## config.mk

```make
export PLATFORM = sky130hd
export DESIGN_NAME = closing_fee_negotiator
export DESIGN_NICKNAME = d
export VERILOG_FILES = /design/src/cfn_pkg.sv /design/src/cfn_cfg.sv /design/src/cfn_front.sv /design/src/cfn_queue.sv /design/src/cfn_back.sv /design/src/closing_fee_negotiator.sv
export VERILOG_INCLUDE_DIRS = /design/src /design/src/src
export SDC_FILE = /design/constraint.sdc
export NUM_CORES = 2
export LEC_CHECK = 0
export BUFFER_PORTS_ARGS = -buffer_cell sky130_fd_sc_hd__clkbuf_2
export CAP_MARGIN = 25
export CORE_UTILIZATION = 40
export DETAILED_ROUTE_END_ITERATION = 7
export GPL_TIMING_DRIVEN = 0
export MAX_ROUTING_LAYER = met4
export SLEW_MARGIN = 40
export SYNTH_ARGS = -nofsm -noshare
export SYNTH_HDL_FRONTEND = slang
export SYNTH_SLANG_ARGS = --single-unit
```

## constraint.sdc

```tcl
create_clock -name clk -period 8.8 [get_ports clk]
set_input_delay 0 -clock clk [delete_from_list [all_inputs] [get_ports clk]]
set_output_delay 0 -clock clk [all_outputs]
set_load 0.01 [all_outputs]
```

## src/closing_fee_negotiator_defines.svh

```systemverilog
// assertion macros for the closing fee negotiator
// included by the modules that carry assertions
`ifndef CLOSING_FEE_NEGOTIATOR_DEFINES_SVH
`define CLOSING_FEE_NEGOTIATOR_DEFINES_SVH

`ifndef NO_ASSERTIONS
`define CFN_ASSERT(lbl, clk, rst_n, prop) \
  lbl: assert property (@(posedge clk) disable iff (!rst_n) (prop)) \
    else $error("cfn assertion failed");
`define CFN_ASSERT_ALWAYS(lbl, clk, prop) \
  lbl: assert property (@(posedge clk) (prop)) \
    else $error("cfn assertion failed");
`else
`define CFN_ASSERT(lbl, clk, rst_n, prop)
`define CFN_ASSERT_ALWAYS(lbl, clk, prop)
`endif

`endif

```

## src/cfn_pkg.sv

```systemverilog
// shared types and codes of the closing fee negotiator
// no dependencies
package cfn_pkg;

  localparam int CFG_DW = 64;
  localparam int CFG_AW = 5;

  typedef enum logic [1:0] {
    OUT_OFFER  = 2'd0,
    OUT_AGREED = 2'd1,
    OUT_FAILED = 2'd2
  } cfn_outcome_t;

  typedef enum logic [2:0] {
    ERR_NONE       = 3'd0,
    ERR_UNAFFORD   = 3'd1,
    ERR_BAD_SIG    = 3'd2,
    ERR_MOVED_AWAY = 3'd3,
    ERR_JUMPED     = 3'd4,
    ERR_STALLED    = 3'd5,
    ERR_NOT_ACTIVE = 3'd6
  } cfn_err_t;

  typedef enum logic {
    OP_BEGIN = 1'b0,
    OP_OFFER = 1'b1
  } cfn_op_t;

  typedef enum logic [1:0] {
    REG_MIN_FEE     = 2'd0,
    REG_MAX_FEE     = 2'd1,
    REG_OPENING_FEE = 2'd2,
    REG_FUNDER_BAL  = 2'd3
  } cfn_reg_t;

  typedef struct packed {
    cfn_op_t op;
    logic    sig_ok;
    logic    open_unaff;
    logic    peer_unaff;
    logic    in_range;
  } cfn_class_t;

endpackage

```

## src/cfn_cfg.sv

```systemverilog
// configuration registers behind the apb-style port
// depends on cfn_pkg
module cfn_cfg #(
  parameter int FEE_BITS = 51
) (
  input  logic                       clk,
  input  logic                       rst_n,
  input  logic                       cfg_psel,
  input  logic                       cfg_penable,
  input  logic                       cfg_pwrite,
  input  logic [cfn_pkg::CFG_AW-1:0] cfg_paddr,
  input  logic [cfn_pkg::CFG_DW-1:0] cfg_pwdata,
  output logic [cfn_pkg::CFG_DW-1:0] cfg_prdata,
  output logic                       cfg_pready,
  output logic [FEE_BITS-1:0]        min_fee,
  output logic [FEE_BITS-1:0]        max_fee,
  output logic [FEE_BITS-1:0]        opening_fee,
  output logic [FEE_BITS-1:0]        funder_balance
);
  import cfn_pkg::*;

  logic [FEE_BITS-1:0] min_r, max_r, open_r, bal_r;
  cfn_reg_t            idx;
  logic                wr_en;

  assign cfg_pready = 1'b1;
  assign idx        = cfn_reg_t'(cfg_paddr[CFG_AW-1:3]);
  assign wr_en      = cfg_psel && cfg_penable && cfg_pwrite && cfg_pready;

  always_ff @(posedge clk) begin
    if (!rst_n) begin
      min_r  <= '0;
      max_r  <= '1;
      open_r <= '0;
      bal_r  <= '0;
    end else if (wr_en) begin
      unique case (idx)
        REG_MIN_FEE:     min_r  <= cfg_pwdata[FEE_BITS-1:0];
        REG_MAX_FEE:     max_r  <= cfg_pwdata[FEE_BITS-1:0];
        REG_OPENING_FEE: open_r <= cfg_pwdata[FEE_BITS-1:0];
        REG_FUNDER_BAL:  bal_r  <= cfg_pwdata[FEE_BITS-1:0];
        default: ;
      endcase
    end
  end

  always_comb begin
    cfg_prdata = '0;
    unique case (idx)
      REG_MIN_FEE:     cfg_prdata[FEE_BITS-1:0] = min_r;
      REG_MAX_FEE:     cfg_prdata[FEE_BITS-1:0] = max_r;
      REG_OPENING_FEE: cfg_prdata[FEE_BITS-1:0] = open_r;
      REG_FUNDER_BAL:  cfg_prdata[FEE_BITS-1:0] = bal_r;
      default:         cfg_prdata = '0;
    endcase
  end

  assign min_fee        = min_r;
  assign max_fee        = max_r;
  assign opening_fee    = open_r;
  assign funder_balance = bal_r;

endmodule

```

## src/cfn_front.sv

```systemverilog
// front end: classifies an incoming transaction against the configuration
// depends on cfn_pkg
module cfn_front #(
  parameter int FEE_BITS = 51
) (
  input  cfn_pkg::cfn_op_t    op,
  input  logic [FEE_BITS-1:0] peer_fee,
  input  logic                signature_ok,
  input  logic [FEE_BITS-1:0] min_fee,
  input  logic [FEE_BITS-1:0] max_fee,
  input  logic [FEE_BITS-1:0] opening_fee,
  input  logic [FEE_BITS-1:0] funder_balance,
  output cfn_pkg::cfn_class_t cls,
  output logic [FEE_BITS-1:0] limit
);
  import cfn_pkg::*;

  logic below_min, above_max;

  assign below_min = peer_fee < min_fee;
  assign above_max = peer_fee > max_fee;

  // clamp into [min, max]; below-min wins when the window is inverted
  always_comb begin
    if (below_min) begin
      limit = min_fee;
    end else if (above_max) begin
      limit = max_fee;
    end else begin
      limit = peer_fee;
    end
    cls.op         = op;
    cls.sig_ok     = signature_ok;
    cls.open_unaff = opening_fee > funder_balance;
    cls.peer_unaff = peer_fee > funder_balance;
    cls.in_range   = !below_min && !above_max;
  end

endmodule

```

## src/cfn_queue.sv

```systemverilog
// two-entry queue between front and back end
// depends on nothing
module cfn_queue #(
  parameter int W = 8
) (
  input  logic         clk,
  input  logic         rst_n,
  input  logic         push,
  input  logic [W-1:0] push_data,
  output logic         not_full,
  input  logic         pop,
  output logic         not_empty,
  output logic [W-1:0] head
);
  logic [W-1:0] mem_r [2];
  logic         wr_ptr_r, rd_ptr_r;
  logic [1:0]   cnt_r;

  assign not_full  = cnt_r != 2'd2;
  assign not_empty = cnt_r != 2'd0;
  assign head      = mem_r[rd_ptr_r];

  always_ff @(posedge clk) begin
    if (push) begin
      mem_r[wr_ptr_r] <= push_data;
    end
  end

  always_ff @(posedge clk) begin
    if (!rst_n) begin
      wr_ptr_r <= 1'b0;
      rd_ptr_r <= 1'b0;
      cnt_r    <= 2'd0;
    end else begin
      if (push) begin
        wr_ptr_r <= ~wr_ptr_r;
      end
      if (pop) begin
        rd_ptr_r <= ~rd_ptr_r;
      end
      cnt_r <= cnt_r + {1'b0, push} - {1'b0, pop};
    end
  end

endmodule

```

## src/cfn_back.sv

```systemverilog
// back end: negotiation state, bisection step and result register
// depends on cfn_pkg and the assertion macros
`include "closing_fee_negotiator_defines.svh"
module cfn_back #(
  parameter int FEE_BITS = 51
) (
  input  logic                    clk,
  input  logic                    rst_n,
  input  logic                    q_valid,
  output logic                    q_pop,
  input  cfn_pkg::cfn_class_t     cls,
  input  logic [FEE_BITS-1:0]     peer,
  input  logic [FEE_BITS-1:0]     limit,
  input  logic [FEE_BITS-1:0]     opening_fee,
  input  logic [FEE_BITS-1:0]     funder_balance,
  output logic                    res_valid,
  input  logic                    res_ready,
  output cfn_pkg::cfn_outcome_t   res_outcome,
  output cfn_pkg::cfn_err_t       res_kind,
  output logic [FEE_BITS-1:0]     res_fee,
  output logic                    res_in_range
);
  import cfn_pkg::*;

  logic [FEE_BITS-1:0] our_r, our_nxt;
  logic [FEE_BITS-1:0] last_r, last_nxt;
  logic                have_r, have_nxt;
  logic                active_r, active_nxt;

  logic                valid_r;
  cfn_outcome_t        outcome_r, outcome_nxt;
  cfn_err_t            kind_r, kind_nxt;
  logic [FEE_BITS-1:0] fee_r, fee_nxt;
  logic                inr_r, inr_nxt;

  logic [FEE_BITS:0]   sum;
  logic [FEE_BITS-1:0] next_fee;
  logic                prev_dir, dir, cross_dir;

  assign q_pop = q_valid && (!valid_r || res_ready);

  // (limit + our - 1) / 2 rounded down; half the limit when our is zero
  assign sum       = {1'b0, limit} + {1'b0, our_r} - {{FEE_BITS{1'b0}}, 1'b1};
  assign next_fee  = (our_r == '0) ? (limit >> 1) : sum[FEE_BITS:1];
  assign prev_dir  = our_r < last_r;
  assign dir       = peer < last_r;
  assign cross_dir = our_r < peer;

  always_comb begin
    our_nxt     = our_r;
    last_nxt    = last_r;
    have_nxt    = have_r;
    active_nxt  = active_r;
    outcome_nxt = OUT_OFFER;
    kind_nxt    = ERR_NONE;
    fee_nxt     = '0;
    inr_nxt     = 1'b0;
    if (cls.op == OP_BEGIN) begin
      our_nxt    = opening_fee;
      last_nxt   = '0;
      have_nxt   = 1'b0;
      active_nxt = !cls.open_unaff;
      if (cls.open_unaff) begin
        outcome_nxt = OUT_FAILED;
        kind_nxt    = ERR_UNAFFORD;
      end else begin
        fee_nxt = opening_fee;
      end
    end else if (!active_r) begin
      outcome_nxt = OUT_FAILED;
      kind_nxt    = ERR_NOT_ACTIVE;
    end else if (cls.peer_unaff) begin
      outcome_nxt = OUT_FAILED;
      kind_nxt    = ERR_UNAFFORD;
      active_nxt  = 1'b0;
    end else if (!cls.sig_ok) begin
      outcome_nxt = OUT_FAILED;
      kind_nxt    = ERR_BAD_SIG;
      active_nxt  = 1'b0;
    end else begin
      inr_nxt = cls.in_range;
      if (peer == our_r) begin
        outcome_nxt = OUT_AGREED;
        fee_nxt     = peer;
        active_nxt  = 1'b0;
      end else if (have_r && (dir != prev_dir)) begin
        outcome_nxt = OUT_FAILED;
        kind_nxt    = ERR_MOVED_AWAY;
        active_nxt  = 1'b0;
      end else if (have_r && (cross_dir != prev_dir)) begin
        outcome_nxt = OUT_FAILED;
        kind_nxt    = ERR_JUMPED;
        active_nxt  = 1'b0;
      end else if (next_fee == our_r) begin
        outcome_nxt = OUT_FAILED;
        kind_nxt    = ERR_STALLED;
        active_nxt  = 1'b0;
      end else begin
        our_nxt  = next_fee;
        last_nxt = peer;
        have_nxt = 1'b1;
        if (next_fee > funder_balance) begin
          outcome_nxt = OUT_FAILED;
          kind_nxt    = ERR_UNAFFORD;
          active_nxt  = 1'b0;
        end else if (next_fee == peer) begin
          outcome_nxt = OUT_AGREED;
          fee_nxt     = next_fee;
          active_nxt  = 1'b0;
        end else begin
          fee_nxt = next_fee;
        end
      end
    end
  end

  always_ff @(posedge clk) begin
    if (!rst_n) begin
      our_r    <= '0;
      last_r   <= '0;
      have_r   <= 1'b0;
      active_r <= 1'b0;
      valid_r  <= 1'b0;
    end else begin
      if (q_pop) begin
        our_r    <= our_nxt;
        last_r   <= last_nxt;
        have_r   <= have_nxt;
        active_r <= active_nxt;
        valid_r  <= 1'b1;
      end else if (res_ready) begin
        valid_r <= 1'b0;
      end
    end
  end

  always_ff @(posedge clk) begin
    if (q_pop) begin
      outcome_r <= outcome_nxt;
      kind_r    <= kind_nxt;
      fee_r     <= fee_nxt;
      inr_r     <= inr_nxt;
    end
  end

  assign res_valid    = valid_r;
  assign res_outcome  = outcome_r;
  assign res_kind     = kind_r;
  assign res_fee      = fee_r;
  assign res_in_range = inr_r;

  `CFN_ASSERT(a_fail_zero_fee, clk, rst_n, (valid_r && outcome_r == OUT_FAILED) |-> (fee_r == '0))
  `CFN_ASSERT(a_kind_matches, clk, rst_n, valid_r |-> ((outcome_r == OUT_FAILED) == (kind_r != ERR_NONE)))
  `CFN_ASSERT(a_end_clears_active, clk, rst_n, (q_pop && outcome_nxt != OUT_OFFER) |=> !active_r)
  `CFN_ASSERT(a_offer_keeps_active, clk, rst_n, (q_pop && outcome_nxt == OUT_OFFER) |=> active_r)

endmodule

```

## src/closing_fee_negotiator.sv

```systemverilog
// closing fee negotiator top level: negotiates a fee by rounded bisection
// in_* carries begin and peer offer transactions, out_* one result per input
// transaction; cfg_* is an apb-style port with min_fee at 0x00, max_fee at
// 0x08, opening_fee at 0x10 and funder_balance at 0x18 (64-bit data).
// a begin (in_tuser[0] = 0) restarts and answers with the opening offer, or
// with failure when it exceeds funder_balance; a peer offer (in_tuser[0] = 1)
// answers with a counter offer, agreement or failure. the front end classifies
// each transaction against the configuration and pushes it into a two-entry
// queue; the back end takes one entry per cycle while the result register is
// free or being read, runs one compare-and-average step and registers the
// result in the register that drives out_tvalid; throughput is one transaction
// per cycle while out_tready stays high. when out_tready is low the result
// register holds, the queue fills and in_tready falls after two more
// transactions. reset (rst_n low, synchronous) empties the queue and result
// register, stops any negotiation and loads the register defaults (max_fee all
// ones, the rest zero).
// depends on cfn_pkg, cfn_cfg, cfn_front, cfn_queue and cfn_back
module closing_fee_negotiator #(
  parameter int FEE_BITS = 51
) (
  input  logic                          clk,
  input  logic                          rst_n,
  input  logic                          in_tvalid,
  output logic                          in_tready,
  // peer_fee
  input  logic [((FEE_BITS+7)/8)*8-1:0] in_tdata,
  // opcode, signature_ok
  input  logic [1:0]                    in_tuser,
  output logic                          out_tvalid,
  input  logic                          out_tready,
  // offer_fee, peer_in_range
  output logic [((FEE_BITS+8)/8)*8-1:0] out_tdata,
  // outcome, error_kind
  output logic [4:0]                    out_tuser,
  input  logic                          cfg_psel,
  input  logic                          cfg_penable,
  input  logic                          cfg_pwrite,
  input  logic [cfn_pkg::CFG_AW-1:0]    cfg_paddr,
  input  logic [cfn_pkg::CFG_DW-1:0]    cfg_pwdata,
  output logic [cfn_pkg::CFG_DW-1:0]    cfg_prdata,
  output logic                          cfg_pready
);
  import cfn_pkg::*;

  localparam int CW = $bits(cfn_class_t);
  localparam int QW = CW + 2 * FEE_BITS;

  logic [FEE_BITS-1:0] min_fee, max_fee, opening_fee, funder_balance;
  cfn_class_t          in_cls, q_cls;
  logic [FEE_BITS-1:0] in_limit, q_limit, q_peer;
  logic [QW-1:0]       q_head;
  logic                q_not_full, q_not_empty, q_pop;
  cfn_outcome_t        res_outcome;
  cfn_err_t            res_kind;
  logic [FEE_BITS-1:0] res_fee;
  logic                res_in_range;

  cfn_cfg #(.FEE_BITS(FEE_BITS)) u_cfg (
    .clk            (clk),
    .rst_n          (rst_n),
    .cfg_psel       (cfg_psel),
    .cfg_penable    (cfg_penable),
    .cfg_pwrite     (cfg_pwrite),
    .cfg_paddr      (cfg_paddr),
    .cfg_pwdata     (cfg_pwdata),
    .cfg_prdata     (cfg_prdata),
    .cfg_pready     (cfg_pready),
    .min_fee        (min_fee),
    .max_fee        (max_fee),
    .opening_fee    (opening_fee),
    .funder_balance (funder_balance)
  );

  cfn_front #(.FEE_BITS(FEE_BITS)) u_front (
    .op             (cfn_op_t'(in_tuser[0])),
    .peer_fee       (in_tdata[FEE_BITS-1:0]),
    .signature_ok   (in_tuser[1]),
    .min_fee        (min_fee),
    .max_fee        (max_fee),
    .opening_fee    (opening_fee),
    .funder_balance (funder_balance),
    .cls            (in_cls),
    .limit          (in_limit)
  );

  assign in_tready = q_not_full;

  cfn_queue #(.W(QW)) u_queue (
    .clk       (clk),
    .rst_n     (rst_n),
    .push      (in_tvalid && in_tready),
    .push_data ({in_cls, in_tdata[FEE_BITS-1:0], in_limit}),
    .not_full  (q_not_full),
    .pop       (q_pop),
    .not_empty (q_not_empty),
    .head      (q_head)
  );

  assign q_cls   = cfn_class_t'(q_head[QW-1:2*FEE_BITS]);
  assign q_peer  = q_head[2*FEE_BITS-1:FEE_BITS];
  assign q_limit = q_head[FEE_BITS-1:0];

  cfn_back #(.FEE_BITS(FEE_BITS)) u_back (
    .clk            (clk),
    .rst_n          (rst_n),
    .q_valid        (q_not_empty),
    .q_pop          (q_pop),
    .cls            (q_cls),
    .peer           (q_peer),
    .limit          (q_limit),
    .opening_fee    (opening_fee),
    .funder_balance (funder_balance),
    .res_valid      (out_tvalid),
    .res_ready      (out_tready),
    .res_outcome    (res_outcome),
    .res_kind       (res_kind),
    .res_fee        (res_fee),
    .res_in_range   (res_in_range)
  );

  always_comb begin
    out_tdata                 = '0;
    out_tdata[FEE_BITS-1:0]   = res_fee;
    out_tdata[FEE_BITS]       = res_in_range;
    out_tuser                 = {res_kind, res_outcome};
  end

endmodule

```

==> results.cfg <==
[route]
first_pass_iters = 6
drtIter0Drc = 4595
ant_nets = 0
drcViolationCount = 0
routedWlPerCell_um = 32.25
routed_wl_um = 217400
num_vias = 41620
viasPerCell = 6.174

[die]
die-area_um2 = 109700
core_um2 = 107200
die_w_um = 331.1
die_h_um = 331.1
num_rows = 120
ios = 262
start_util = 0.4042

[yosys]
async_reset_ff_frac = 0
synth_edf_count = 271
yosys_register_bits = 585
syn_inst = 4821
ys.flop_type = dfxtp_1
syn_area_um2 = 43330
synthDistinctLibCells = 99
ys_seq_area_frac = 0.3329
syn_avg_cell_area_um2 = 8.988
yosys_warnings = 0

[timing]
hold_violations = 0
fin_tns_setup_ns = 0
fin_crit_ns = 8.739
tightest_slew_ns = 1.046
fmax_mhz = 114.4
drv_slew = 0
relSlewSlack = 0.2956
finClkSkew_ns = 0.03227
period_share = 0.9931
setup-violations-final = 0

[clock_network]
htreeDepth = 3
clk_pin_slew_ns = 0.06
clk_path_buf_depth = 3
cts_made_buffers = 71
clock-root-buffer = clkbuf_16
cts_tree = built
clk_latency_ns = 0.66
clock-sinks = 585

[worst_hold_path]
holdCritPathClass = primary input to flip-flop

[setup_path]
slowest_stage = a21oi_1
cpPeakStageDelay_ns = 0.72
cp-start-kind = flip-flop
worstSetupPathType = flip-flop to flip-flop
critPathArrivalTime_ns = 9.21
cp_max_fo = 10
end_kind = flip-flop
cp.required_ns = 9.27

[global_route]
grt_util_all_layers = 0.3991
globalRouteOverflowTotal = 0
grt_max_degree = 35
antenna_found_initial = 12
grt_pass1_wl_um = 296000
grt_pass1_vias = 38770

[run]
maxCapViolations = 0

[finish]
nNetsFinal = 5912
area_delta_synth_final_pct = 17.95
drive_above_1_share = 0.1425

[placement]
hpwl_um = 179000
io_buffer_count = 221
gp_congestion = 1.063

[run_status]
status = finished clean
[registers in the layout, indices dropped and copies added (netlist names), named ones only]
signal and count:
u_back.our_r 51, u_back.res_kind 3, u_back.res_outcome 2, u_back.res_fee 51, u_back.active_r 1, u_cfg.opening_fee 51
u_cfg.max_fee 51, u_queue.cnt_r 2, u_queue.rd_ptr_r 1, u_back.have_r 1, u_back.res_in_range 1, u_cfg.min_fee 51
u_queue.wr_ptr_r 1, u_back.last_r 51, u_back.res_valid 1, u_cfg.funder_balance 51, u_queue.mem_r 214
[critical path: cells and delay by family (launching register included)]
kind,cells,cell delay (ns)
and+or+nand+nor,6,1.48
DFF,1,0.32
adders and majority gates,3,0.91
buffers and inverters,8,1.75
muxes,1,0.70
AOI/OAI and AO/OA,11,3.35
[routing by layer]
layer | up-vias | global-route usage | routed length (µm)
li1 | 18440 | - | -
met1 | 20450 | 0.5199 | 90410
met2 | 2255 | 0.5991 | 95510
met3 | 476 | 0.05984 | 18600
met4 | 0 | 0.2047 | 12840
met5 | - | - | 0
[cell usage after synthesis (49+ instances only)]
master | n | area, µm²
edfxtp_1 | 271 | 8138
o211ai_1 | 78 | 585.6
xnor2_1 | 119 | 1042
nand2_1 | 597 | 2241
mux4_2 | 51 | 1149
o31ai_2 | 51 | 638.1
a21oi_1 | 405 | 2027
nor2_1 | 227 | 852.1
nand4_1 | 169 | 1057
a21o_1 | 146 | 1096
ha_1 | 507 | 6344
dfxtp_1 | 314 | 6286
nor2b_1 | 49 | 306.5
nor3_1 | 54 | 270.3
o21ai_0 | 158 | 790.8
nand3_1 | 74 | 370.4
inv_1 | 449 | 1685
clkbuf_1 | 160 | 600.6
mux2i_1 | 242 | 2422
[metrics by stage]
step	cell area, µm²	worst slack [ns]	utilization	hold slack, ns	std cells
5_1_grt	51110	-0.001978	0.4767	0.08191	6739
2_1_floorplan	43390	1.289	-	0.09887	4837
3_5_place_dp	47110	-3.446	0.4395	0.2035	6485
3_3_place_gp	46250	-3.560	0.4315	0.2070	6461
4_1_cts	50900	0.02470	0.4748	0.06257	6726
6_report	51110	0.06066	0.4768	0.06204	6741
[worst paths after layout]
check,from,depth (start not counted),slack [ns],endpoint
min,cfg_paddr[4],5,0.06,u_cfg.opening_fee[16]
min reg2reg,u_cfg.funder_balance[42],2,0.48,u_cfg.funder_balance[42]
max reg2reg,flip-flop,29,0.06,u_back.res_fee[43]
max,flip-flop,29,0.06,u_back.res_fee[43]
[cells in the final DEF (no fill, tap or decap), types with 18 or more instances in the layout]
cell type | netlist | final
clkbuf_2 | 0 | 243
a211oi_1 | 40 | 34
nand4_1 | 169 | 169
o21ai_0 | 158 | 149
mux2i_2 | 0 | 57
nand3_1 | 74 | 74
nand2b_1 | 45 | 45
buf_2 | 43 | 40
and4_1 | 22 | 22
edfxtp_1 | 271 | 271
dlygate4sd3_1 | 0 | 108
a22o_1 | 38 | 26
a21o_1 | 146 | 146
xnor2_1 | 119 | 119
nor3_1 | 54 | 53
nand2_1 | 597 | 597
nor2b_1 | 49 | 49
inv_1 | 449 | 449
conb_1 | 2 | 18
clkbuf_1 | 160 | 157
mux2i_1 | 242 | 173
clkbuf_16 | 0 | 78
o211ai_1 | 78 | 78
o31ai_1 | 24 | 22
o21a_1 | 40 | 39
o31ai_2 | 51 | 50
nor2_1 | 227 | 225
ha_1 | 507 | 507
buf_4 | 26 | 41
or3_1 | 29 | 29
and2_1 | 23 | 23
nor4_1 | 37 | 32
a21oi_1 | 405 | 400
mux4_2 | 51 | 51
dfxtp_1 | 314 | 314
[what timing repair did]
item	in CTS	in global routing
buffers inserted	3	5
resized for setup	69	24
pin swaps	3	5
endpoints found under the hold margin	404	0
hold buffers	108	0
endpoints found under the setup margin	159	54
[layout make-up]
cell class,count,area [µm²]
inverter,449,1685
clock buffer,99,2081
clock inverter,32,349.1
tap,1403,1755
buffer,264,1371
antenna,10,25.02
timing repair buffer,361,2621
fill,10510,56090
multi-input combinational,3538,26800
sequential,585,14420
[kinds of logic after synthesis]
logic type	after synthesis	synth area share
AO/OA/AOI/OAI	1197	0.1886
XOR/XNOR	137	0.02801
adder cells (fa/ha/maj)	508	0.1469
buffers and inverters	714	0.06760
flip-flops	585	0.3329
multiplexers	303	0.08527
other	2	0.0001733
AND/OR/NAND/NOR	1375	0.1507
Power is not shown: default switching activity piles up to over one toggle a cycle in this logic, so the estimate is an artifact.
